<file path="config.mk">
export PLATFORM = sky130hd
export DESIGN_NAME = altitude_pid_thrust
export DESIGN_NICKNAME = d
export VERILOG_FILES = /design/src/rtl/apt_pkg.sv /design/src/rtl/apt_mul.sv /design/src/rtl/apt_div.sv /design/src/rtl/altitude_pid_thrust.sv
export SDC_FILE = /design/constraint.sdc
export NUM_CORES = 2
export LEC_CHECK = 0
export ABC_CLOCK_PERIOD_IN_PS = 17600
export BUFFER_PORTS_ARGS = -buffer_cell sky130_fd_sc_hd__buf_2
export CORE_AREA = 3 3 375 377
export DETAILED_ROUTE_END_ITERATION = 10
export DIE_AREA = 0 0 378 380
export GPL_TIMING_DRIVEN = 0
export PLACE_DENSITY = 0.54
export SLEW_MARGIN = 20
export SYNTH_ARGS = -nofsm -noshare
export SYNTH_HDL_FRONTEND = slang
export SYNTH_HIERARCHICAL = 1
export SYNTH_SLANG_ARGS = --single-unit
</file>
<file path="constraint.sdc">
create_clock -name clk -period 17.6 [get_ports clk]
set_clock_uncertainty 0.15 [all_clocks]
set_input_delay 0 -clock clk [delete_from_list [all_inputs] [get_ports clk]]
set_output_delay 0 -clock clk [all_outputs]
set_load 0.02 [all_outputs]
</file>
<file path="src/rtl/apt_pkg.sv">
package apt_pkg;

  // Sequencer states
  typedef enum logic [3:0] {
    S_IDLE,
    S_INC,
    S_P,
    S_D,
    S_I,
    S_DIFF,
    S_BODY,
    S_LIMST,
    S_LIM,
    S_SAT,
    S_THR,
    S_OUT
  } state_t;

  // Register indexes on the configuration port
  typedef enum logic [2:0] {
    REG_POS_GAIN      = 3'd0,
    REG_VEL_GAIN      = 3'd1,
    REG_INTEGRAL_GAIN = 3'd2,
    REG_VEHICLE_MASS  = 3'd3,
    REG_ASCENT_LIMIT  = 3'd4
  } reg_idx_t;

  localparam int unsigned CFG_W = 31;

  // True when a wide value falls outside the 32-bit signed range
  function automatic logic ovf32(input logic signed [63:0] x);
    return (x > 64'sd2147483647) || (x < -64'sd2147483648);
  endfunction

  // Clamp a wide value to the 32-bit signed range
  function automatic logic signed [31:0] sat32(input logic signed [63:0] x);
    logic signed [31:0] r;
    if (x > 64'sd2147483647) begin
      r = 32'sh7fffffff;
    end else if (x < -64'sd2147483648) begin
      r = 32'sh80000000;
    end else begin
      r = x[31:0];
    end
    return r;
  endfunction

endpackage

</file>
<file path="src/rtl/apt_mul.sv">
module apt_mul #(
  parameter int AW = 32,
  parameter int BW = 31
) (
  input  logic                        clk,
  input  logic                        rst_n,
  input  logic                        start,
  input  logic signed [AW-1:0]        a,
  input  logic        [BW-1:0]        b,
  output logic                        done,
  output logic signed [AW+BW-1:0]     prod
);
  localparam int PW = AW + BW;
  localparam int CW = $clog2(BW + 1);

  logic signed [PW-1:0] acc_r, acc_nxt;
  logic signed [PW-1:0] mcand_r, mcand_nxt;
  logic        [BW-1:0] mplier_r, mplier_nxt;
  logic        [CW-1:0] cnt_r, cnt_nxt;
  logic                 busy_r, busy_nxt;

  assign done = busy_r && (cnt_r == '0);
  assign prod = acc_r;

  // Shift-add: one multiplier bit per cycle, least significant first
  always_comb begin
    acc_nxt    = acc_r;
    mcand_nxt  = mcand_r;
    mplier_nxt = mplier_r;
    cnt_nxt    = cnt_r;
    busy_nxt   = busy_r;
    if (start) begin
      acc_nxt    = '0;
      mcand_nxt  = PW'(a);
      mplier_nxt = b;
      cnt_nxt    = CW'(BW);
      busy_nxt   = 1'b1;
    end else if (busy_r) begin
      if (cnt_r == '0) begin
        busy_nxt = 1'b0;
      end else begin
        if (mplier_r[0]) begin
          acc_nxt = acc_r + mcand_r;
        end
        mcand_nxt  = mcand_r <<< 1;
        mplier_nxt = mplier_r >> 1;
        cnt_nxt    = cnt_r - 1'b1;
      end
    end
  end

  always_ff @(posedge clk) begin
    acc_r    <= acc_nxt;
    mcand_r  <= mcand_nxt;
    mplier_r <= mplier_nxt;
    cnt_r    <= cnt_nxt;
    if (!rst_n) begin
      busy_r <= 1'b0;
    end else begin
      busy_r <= busy_nxt;
    end
  end

endmodule

</file>
<file path="src/rtl/apt_div.sv">
module apt_div #(
  parameter int NW = 50,
  parameter int DW = 18
) (
  input  logic          clk,
  input  logic          rst_n,
  input  logic          start,
  input  logic [NW-1:0] num,
  input  logic [DW-1:0] den,
  output logic          done,
  output logic [NW-1:0] quo
);
  localparam int CW = $clog2(NW + 1);

  logic [NW-1:0] quo_r, quo_nxt;
  logic [DW-1:0] rem_r, rem_nxt;
  logic [DW-1:0] den_r, den_nxt;
  logic [CW-1:0] cnt_r, cnt_nxt;
  logic          busy_r, busy_nxt;
  logic [DW:0]   trial;
  logic          qbit;

  assign done = busy_r && (cnt_r == '0);
  assign quo  = quo_r;

  // Restoring division: one quotient bit per cycle, most significant first
  always_comb begin
    quo_nxt  = quo_r;
    rem_nxt  = rem_r;
    den_nxt  = den_r;
    cnt_nxt  = cnt_r;
    busy_nxt = busy_r;
    trial    = {rem_r, quo_r[NW-1]};
    qbit     = trial >= {1'b0, den_r};
    if (start) begin
      quo_nxt  = num;
      rem_nxt  = '0;
      den_nxt  = den;
      cnt_nxt  = CW'(NW);
      busy_nxt = 1'b1;
    end else if (busy_r) begin
      if (cnt_r == '0) begin
        busy_nxt = 1'b0;
      end else begin
        if (qbit) begin
          rem_nxt = DW'(trial - {1'b0, den_r});
        end else begin
          rem_nxt = trial[DW-1:0];
        end
        quo_nxt = {quo_r[NW-2:0], qbit};
        cnt_nxt = cnt_r - 1'b1;
      end
    end
  end

  always_ff @(posedge clk) begin
    quo_r <= quo_nxt;
    rem_r <= rem_nxt;
    den_r <= den_nxt;
    cnt_r <= cnt_nxt;
    if (!rst_n) begin
      busy_r <= 1'b0;
    end else begin
      busy_r <= busy_nxt;
    end
  end

endmodule

</file>
<file path="src/rtl/altitude_pid_thrust.sv">
// The result follows five passes through the bit-serial multiplier and two through
// the bit-serial divider; a zero tilt cosine or a zero time step each skip one division.
// One item is in flight at a time; the next item is taken while a result waits.
// Reset (rst_n low, synchronous): control and configuration registers to defaults, integral cleared.
module altitude_pid_thrust #(
  parameter int FRAC_BITS = 16
) (
  input  logic         clk,
  input  logic         rst_n,
  // target_height, target_climb, measured_height, measured_climb,
  // feedforward_accel, tilt_cosine, time_step, zero pad
  input  logic         in_tvalid,
  output logic         in_tready,
  input  logic [199:0] in_tdata,
  // thrust_cmd
  output logic         out_tvalid,
  input  logic         out_tready,
  output logic [31:0]  out_tdata,
  // saturated
  output logic [0:0]   out_tuser,
  input  logic         cfg_psel,
  input  logic         cfg_penable,
  input  logic         cfg_pwrite,
  input  logic [4:0]   cfg_paddr,
  input  logic [31:0]  cfg_pwdata,
  output logic [31:0]  cfg_prdata,
  output logic         cfg_pready
);
  import apt_pkg::*;

  localparam int NW  = 34 + FRAC_BITS;
  localparam int BDW = NW + 2;
  localparam logic signed [63:0] G_FIX =
    64'(((64'sd981 * (64'sd1 <<< FRAC_BITS)) + 64'sd50) / 64'sd100);

  state_t state_r, state_nxt;

  logic [CFG_W-1:0] pg_r, vg_r, ig_r, mass_r, al_r;
  logic signed [31:0] hes_r, hes_nxt;
  logic signed [31:0] ez_r, ez_nxt, ev_r, ev_nxt, ff_r, ff_nxt, sum_r, sum_nxt;
  logic signed [17:0] cs_r, cs_nxt;
  logic [16:0]        dt_r, dt_nxt;
  logic signed [34:0] acc_r, acc_nxt;
  logic signed [BDW-1:0] body_r, body_nxt;
  logic               neg_r, neg_nxt;
  logic               flag_r, flag_nxt;
  logic signed [31:0] thr_r, thr_nxt;
  logic               out_valid_r, out_valid_nxt;
  logic [31:0]        out_data_r, out_data_nxt;
  logic               out_sat_r, out_sat_nxt;

  // Serial unit hookups
  logic               mul_start, mul_done;
  logic signed [31:0] mul_a;
  logic [30:0]        mul_b;
  logic signed [62:0] mul_prod;
  logic signed [63:0] prod_sh;
  logic               div_start, div_done;
  logic [NW-1:0]      div_num, div_quo;
  logic [17:0]        div_den;

  // Combinational temporaries
  logic signed [63:0] ez_w, ev_w, t64, diff, mag, lim_s, body64;
  logic [17:0]        cs_mag;

  logic cfg_wr;
  logic in_acc;

  assign cfg_wr     = cfg_psel && cfg_penable && cfg_pwrite && cfg_pready;
  assign cfg_pready = 1'b1;
  assign in_tready  = (state_r == S_IDLE);
  assign in_acc     = in_tvalid && in_tready;
  assign out_tvalid = out_valid_r;
  assign out_tdata  = out_data_r;
  assign out_tuser  = out_sat_r;

  assign prod_sh = 64'(mul_prod) >>> FRAC_BITS;

  apt_mul #(.AW(32), .BW(31)) u_mul (
    .clk  (clk),
    .rst_n(rst_n),
    .start(mul_start),
    .a    (mul_a),
    .b    (mul_b),
    .done (mul_done),
    .prod (mul_prod)
  );

  apt_div #(.NW(NW), .DW(18)) u_div (
    .clk  (clk),
    .rst_n(rst_n),
    .start(div_start),
    .num  (div_num),
    .den  (div_den),
    .done (div_done),
    .quo  (div_quo)
  );

  // Register read mux
  always_comb begin
    case (cfg_paddr[4:2])
      REG_POS_GAIN:      cfg_prdata = {1'b0, pg_r};
      REG_VEL_GAIN:      cfg_prdata = {1'b0, vg_r};
      REG_INTEGRAL_GAIN: cfg_prdata = {1'b0, ig_r};
      REG_VEHICLE_MASS:  cfg_prdata = {1'b0, mass_r};
      REG_ASCENT_LIMIT:  cfg_prdata = {1'b0, al_r};
      default:           cfg_prdata = '0;
    endcase
  end

  // Sequence the arithmetic through the shared multiplier and divider
  always_comb begin
    state_nxt     = state_r;
    hes_nxt       = hes_r;
    ez_nxt        = ez_r;
    ev_nxt        = ev_r;
    ff_nxt        = ff_r;
    sum_nxt       = sum_r;
    cs_nxt        = cs_r;
    dt_nxt        = dt_r;
    acc_nxt       = acc_r;
    body_nxt      = body_r;
    neg_nxt       = neg_r;
    flag_nxt      = flag_r;
    thr_nxt       = thr_r;
    out_valid_nxt = out_valid_r;
    out_data_nxt  = out_data_r;
    out_sat_nxt   = out_sat_r;
    mul_start     = 1'b0;
    mul_a         = ez_r;
    mul_b         = pg_r;
    div_start     = 1'b0;
    div_num       = '0;
    div_den       = '0;
    ez_w          = '0;
    ev_w          = '0;
    t64           = '0;
    diff          = acc_r - G_FIX;
    mag           = '0;
    lim_s         = '0;
    body64        = 64'(body_r);
    cs_mag        = '0;

    // Drop the result once the downstream takes it
    if (out_valid_r && out_tready) begin
      out_valid_nxt = 1'b0;
    end

    case (state_r)
      S_IDLE: begin
        if (in_acc) begin
          ez_w     = 64'($signed(in_tdata[31:0])) - 64'($signed(in_tdata[95:64]));
          ev_w     = 64'($signed(in_tdata[63:32])) - 64'($signed(in_tdata[127:96]));
          ez_nxt   = sat32(ez_w);
          ev_nxt   = sat32(ev_w);
          flag_nxt = ovf32(ez_w) || ovf32(ev_w);
          ff_nxt   = $signed(in_tdata[159:128]);
          cs_nxt   = $signed(in_tdata[177:160]);
          dt_nxt   = in_tdata[194:178];
          mul_start = 1'b1;
          mul_a     = sat32(ez_w);
          mul_b     = 31'(in_tdata[194:178]);
          state_nxt = S_INC;
        end
      end
      S_INC: begin
        if (mul_done) begin
          t64      = 64'(hes_r) + 64'(sat32(prod_sh));
          sum_nxt  = sat32(t64);
          hes_nxt  = sat32(t64);
          flag_nxt = flag_r || ovf32(prod_sh) || ovf32(t64);
          mul_start = 1'b1;
          mul_a     = ez_r;
          mul_b     = pg_r;
          state_nxt = S_P;
        end
      end
      S_P: begin
        if (mul_done) begin
          acc_nxt  = 35'(ff_r) + 35'(sat32(prod_sh));
          flag_nxt = flag_r || ovf32(prod_sh);
          mul_start = 1'b1;
          mul_a     = ev_r;
          mul_b     = vg_r;
          state_nxt = S_D;
        end
      end
      S_D: begin
        if (mul_done) begin
          acc_nxt  = acc_r + 35'(sat32(prod_sh));
          flag_nxt = flag_r || ovf32(prod_sh);
          mul_start = 1'b1;
          mul_a     = sum_r;
          mul_b     = ig_r;
          state_nxt = S_I;
        end
      end
      S_I: begin
        if (mul_done) begin
          t64      = 64'(acc_r) + 64'(sat32(prod_sh));
          acc_nxt  = 35'(sat32(t64));
          flag_nxt = flag_r || ovf32(prod_sh) || ovf32(t64);
          state_nxt = S_DIFF;
        end
      end
      S_DIFF: begin
        // Divide (acc - g) by the tilt cosine, or saturate on zero cosine
        if (cs_r == '0) begin
          flag_nxt = 1'b1;
          if (diff > 0) begin
            body_nxt = {2'b01, {NW{1'b0}}};
          end else if (diff < 0) begin
            body_nxt = -{2'b01, {NW{1'b0}}};
          end else begin
            body_nxt = '0;
          end
          state_nxt = S_LIMST;
        end else begin
          mag       = (diff < 0) ? -diff : diff;
          cs_mag    = cs_r[17] ? 18'(-cs_r) : 18'(cs_r);
          div_start = 1'b1;
          div_num   = NW'(mag <<< FRAC_BITS);
          div_den   = cs_mag;
          neg_nxt   = (diff < 0) != cs_r[17];
          state_nxt = S_BODY;
        end
      end
      S_BODY: begin
        if (div_done) begin
          body_nxt  = neg_r ? -BDW'(div_quo) : BDW'(div_quo);
          state_nxt = S_LIMST;
        end
      end
      S_LIMST: begin
        if (dt_r == '0) begin
          flag_nxt  = 1'b1;
          state_nxt = S_SAT;
        end else begin
          div_start = 1'b1;
          div_num   = NW'(al_r) << FRAC_BITS;
          div_den   = {1'b0, dt_r};
          state_nxt = S_LIM;
        end
      end
      S_LIM: begin
        // Bound the body acceleration by the limit over the time step
        if (div_done) begin
          lim_s = 64'(div_quo);
          if (body64 > lim_s) begin
            body_nxt = BDW'(lim_s);
          end else if (body64 < -lim_s) begin
            body_nxt = BDW'(-lim_s);
          end
          state_nxt = S_SAT;
        end
      end
      S_SAT: begin
        flag_nxt  = flag_r || ovf32(body64);
        mul_start = 1'b1;
        mul_a     = sat32(body64);
        mul_b     = mass_r;
        state_nxt = S_THR;
      end
      S_THR: begin
        if (mul_done) begin
          t64       = -prod_sh;
          thr_nxt   = sat32(t64);
          flag_nxt  = flag_r || ovf32(t64);
          state_nxt = S_OUT;
        end
      end
      S_OUT: begin
        // Hold the result until the output register is free
        if (!out_valid_r || out_tready) begin
          out_valid_nxt = 1'b1;
          out_data_nxt  = thr_r;
          out_sat_nxt   = flag_r;
          state_nxt     = S_IDLE;
        end
      end
      default: state_nxt = S_IDLE;
    endcase
  end

  // Payload registers
  always_ff @(posedge clk) begin
    ez_r       <= ez_nxt;
    ev_r       <= ev_nxt;
    ff_r       <= ff_nxt;
    sum_r      <= sum_nxt;
    cs_r       <= cs_nxt;
    dt_r       <= dt_nxt;
    acc_r      <= acc_nxt;
    body_r     <= body_nxt;
    neg_r      <= neg_nxt;
    flag_r     <= flag_nxt;
    thr_r      <= thr_nxt;
    out_data_r <= out_data_nxt;
    out_sat_r  <= out_sat_nxt;
  end

  // Control state, integral and configuration registers
  always_ff @(posedge clk) begin
    if (!rst_n) begin
      state_r     <= S_IDLE;
      out_valid_r <= 1'b0;
      hes_r       <= '0;
      pg_r        <= '0;
      vg_r        <= '0;
      ig_r        <= '0;
      mass_r      <= CFG_W'(65536);
      al_r        <= CFG_W'(6553600);
    end else begin
      state_r     <= state_nxt;
      out_valid_r <= out_valid_nxt;
      hes_r       <= hes_nxt;
      if (cfg_wr) begin
        case (cfg_paddr[4:2])
          REG_POS_GAIN:      pg_r   <= cfg_pwdata[CFG_W-1:0];
          REG_VEL_GAIN:      vg_r   <= cfg_pwdata[CFG_W-1:0];
          REG_INTEGRAL_GAIN: ig_r   <= cfg_pwdata[CFG_W-1:0];
          REG_VEHICLE_MASS:  mass_r <= cfg_pwdata[CFG_W-1:0];
          REG_ASCENT_LIMIT:  al_r   <= cfg_pwdata[CFG_W-1:0];
          default: ;
        endcase
      end
    end
  end

endmodule
</file>
==> results.md <==
* Fillers at 13,370
* Post-Syn Area at approximately 53,000 um^2
* Routed Antenna Nets at 0
* CTS resizes at 0
* Clk slew on worst S/H paths at 0.07 ns
* Drt pass-1 iters at 8
* Synth Instances at 6,020
* Most frequent cells in the layout: nand2_1 (778), a21oi_1 (479), edfxtp_1 (479)
* Hold EP: ev_r[9]$_SDFFCE_PP1P_
* Max-slew violations at 0
* Worst r2r src: u_mul/prod[24]$_SDFFE_PP0P_
* Die ar. at 144,000 um^2
* Die Height at roughly 380 um
* Routed WL per cell at 23.4 um
* Pre-CTS WS at 9.59 ns
* Vias in the first global route at 47,353
* Critical Path Fanout Max at 10
* RD Place Congestion at 0.947
* Slack of the critical path at 9.35 ns
* Clk_lat worst skew at 0.73 ns
* Drt first-iter violations at 5,411
* Hold path start: in_tdata[105]
* FF+latch count, synth at 765
* Antenna violations before repair at 10
* RSZ-0062 raised after global routing: false
* Final Hold Viols at 0
* Total CTS buffers at 91
* Fmax at roughly 120 MHz
* Status: finished, final reports clean
* GR Util met3 at 4.20%
* Final period util at 46.9%
* GR Util met1 at 39.2%
* Maxcap violations at 0
* CP top delay family: compound AO/OA/AOI/OAI gates
* Hpwl dp at 157,000 um
* Most Crowded Layer GR: met2
* GRT Total Usage at between 20% and 30%
* Row cnt at 136
* CTS Root Cell: clkbuf_16
* CORE AREA at 137,000 um^2
* Reg-to-Reg End: acc_r[17]$_DFFE_PP_
* Port Buffer Count at 301
* Setup crit start kind: flip-flop
* WP data arrival at roughly 8.5 ns
* Placed cell area at 57,700 um^2
* VDD IR max at 0.111 mV
* Met2 GRT Util at 41.8%
* Syn avg cell area at 8.87 um^2
* Async S/R FF share, synth at 0%
* Post-Route Setup TNS at 0 ns
* Global-route wire length before repair at roughly 300,000 um
* Most common cell on crit path: clkbuf_1
* R2R Setup Slk at 9.35 ns
* Worst slew margin at 20.8%
* WP depth at 20
* Setup crit end kind: flip-flop
* Final instance area at 63,800 um^2
* Slowest stage cell on the critical path: a21oi_1
* Worst path required time at approximately 18 ns
* Number of instances in the placed design at 8,150
* I/O pin count at between 300 and 400
* Cell chain of the critical path: clkbuf_1, nand4_1, nor4_1, a211oi_1, a21oi_1, clkbuf_1, o21a_1, ha_1, a21o_1, a221o_1, o221ai_1, o31ai_1, a311oi_1, nor3_1, a21o_1, xnor2_1, nand3_1, o21ai_1, clkbuf_1, o311ai_0
* Fraction of layout cells with a size suffix above 1 at 10.6%
* Hold Crit Depth at 5
* Initial core utilization at about two fifths
* Via density at a little under 6
* Largest stage delay on the critical path at 0.88 ns
* Ys flop type: edfxtp_1
* Non-filler cells, final at 8,624
* Sequential area share after synthesis at 37.6%
* Yosys warning count at 6
* Endpoints failing setup at 0
* Setup CP Type: flip-flop to flip-flop
* EDFF count, synth at 479
* Final net count at between 7,000 and 8,000
* Commonest non-fill, non-tap cell in the layout: nand2_1
* Via count at 50,316
* DRC violation count after routing at 0
* R2R cell count at 20
* Pin slew with the least headroom to its limit at between 1 and 1.5 ns
* Largest net degree at the start of global routing at 51
* Leakage Power at 25.2 nW
* Area grow syn2layout at 19.5%
* CTS tree: done
* Min cycle time layout at 8.25 ns
* Die X at 378 um
* Yosys cell types at roughly 110
* Hold Crit Class: input port to flip-flop
* H-Tree Depth at 3
* Power Total at approximately 11 mW
* # clock sinks at 765
* DRT Wirelength at 202,000 um
* PD cells at between 150 and 200 nW/um^2
* Crit path buffers/inverters at 3
* Max Root-Sink Buffers at 3
* GR Overflow Total at 0
[cells by family after synthesis]
logic type | share of synthesized area (%)
compound gates | 23.8
xor+xnor | 5.80
fa+ha+maj | 8.96
buf+inv | 4.17
flops | 37.6
mux | 3.37
other cells | 0.0141
simple gates | 16.3
[registers in the layout, summed over array words and instances (netlist names), 32 cells and up]
register,flops
ev_r,32
out_tdata,32
u_div/quo,50
u_mul/prod,63
ez_r,32
u_mul/mcand_r,63
sum_r,32
body_r,52
hes_r,32
acc_r,35
thr_r,32
ff_r,32
[layer usage]
layer | share of wire [%] | routed length, um
met1 | 45 | 91900
met2 | 44 | 88100
met3 | 7.8 | 15800
met4 | 3.1 | 6260
met5 | 0.012 | 25
[per-stage QoR]
stage	utilization (%)	hold WS, ns
after floorplan	-	-0.0511
final	46.4	0.00577
after global placement	41.6	0.0268
after CTS	46.4	0.00167
after detailed placement	41.9	0.0281
after global routing	46.4	0.0266
[cells in the mapped netlist (19+ instances only)]
cell        n  share of area [%]
nor2b_1    56               0.66
o31ai_1    54               0.76
and3_1     40               0.47
o21ai_0   303                2.8
a21oi_1   479                4.5
o22ai_1    63               0.74
edfxtp_1  479                 27
o21a_1     71                1.0
and2_1     32               0.37
xnor2_1   214                3.5
or3_1      32               0.37
dfxtp_1   286                 11
a31oi_1    46               0.54
mux2_2    142                3.0
o21ai_1    29               0.27
nor2_1    351                2.5
a21boi_0  161                2.3
nor4_1     51               0.60
buf_1      20               0.14
a22o_1     53               0.87
o211ai_1   44               0.62
o221ai_1   41               0.67
clkbuf_1  289                2.0
o21bai_1   71                1.0
or2_2      27               0.32
nor3_1    120                1.1
or4_1      21               0.30
ha_1      365                8.5
a221oi_1   19               0.31
a22oi_1    95                1.3
inv_1     256                1.8
nand4_1    91                1.1
xor2_1    140                2.3
a21o_1    171                2.4
nand3_1   126                1.2
nand2b_1   62               0.73
nand2_1   779                5.5
a211oi_1   52               0.73
[repair_timing]
item / CTS / global route
hold endpoints to repair: 288 / 0
buffers inserted: 0 / 0
setup endpoints to repair: 0 / 0
hold buffers: 298 / 0
[where the power goes]
group / internal (mW) / switching (mW)
clock: 1.16 / 0.868
sequential: 2.50 / 0.299
combinational: 2.14 / 3.65
[worst reg2reg max path: stages (launching register included)]
cell	delay, ns
dfxtp_1	0.37
clkbuf_1	0.46
nand4_1	0.15
nor4_1	0.70
a211oi_1	0.17
a21oi_1	0.88
clkbuf_1	0.39
o21a_1	0.43
ha_1	0.37
a21o_1	0.19
a221o_1	0.40
o221ai_1	0.27
o31ai_1	0.20
a311oi_1	0.58
nor3_1	0.17
a21o_1	0.22
xnor2_1	0.28
nand3_1	0.12
o21ai_1	0.31
clkbuf_1	0.79
o311ai_0	0.32
[area by class of cell]
| cell class | instances | area [um^2] | share of cell area (%) |
|---|---|---|---|
| Sequential cell | 765 | 20100 | 31.5 |
| Timing Repair Buffer | 618 | 4820 | 7.55 |
| Inverter | 259 | 975 | 1.53 |
| Antenna cell | 4 | 10.0 | 0.0157 |
| Clock inverter | 68 | 752 | 1.18 |
| Tap cell | 1794 | 2240 | 3.52 |
| Buffer | 323 | 1270 | 1.98 |
| Multi-Input combinational cell | 4689 | 31200 | 48.9 |
| Clock buffer | 104 | 2420 | 3.79 |
[how the worst max path moves through the flow]
stage / startpoint / end
final: u_mul/prod[24]$_SDFFE_PP0P_ / acc_r[17]$_DFFE_PP_
after global routing: u_mul/prod[25]$_SDFFE_PP0P_ / acc_r[17]$_DFFE_PP_
after CTS: u_mul/prod[24]$_SDFFE_PP0P_ / acc_r[17]$_DFFE_PP_
after detailed placement: u_mul/prod[24]$_SDFFE_PP0P_ / acc_r[17]$_DFFE_PP_
after global placement: state_r[0]$_SDFFE_PN0P_ / u_mul/mcand_r[9]$_DFFE_PP_
after floorplan: state_r[0]$_SDFFE_PN0P_ / u_mul/mcand_r[9]$_DFFE_PP_
No activity file was read; power rests on OpenSTA's default activity.
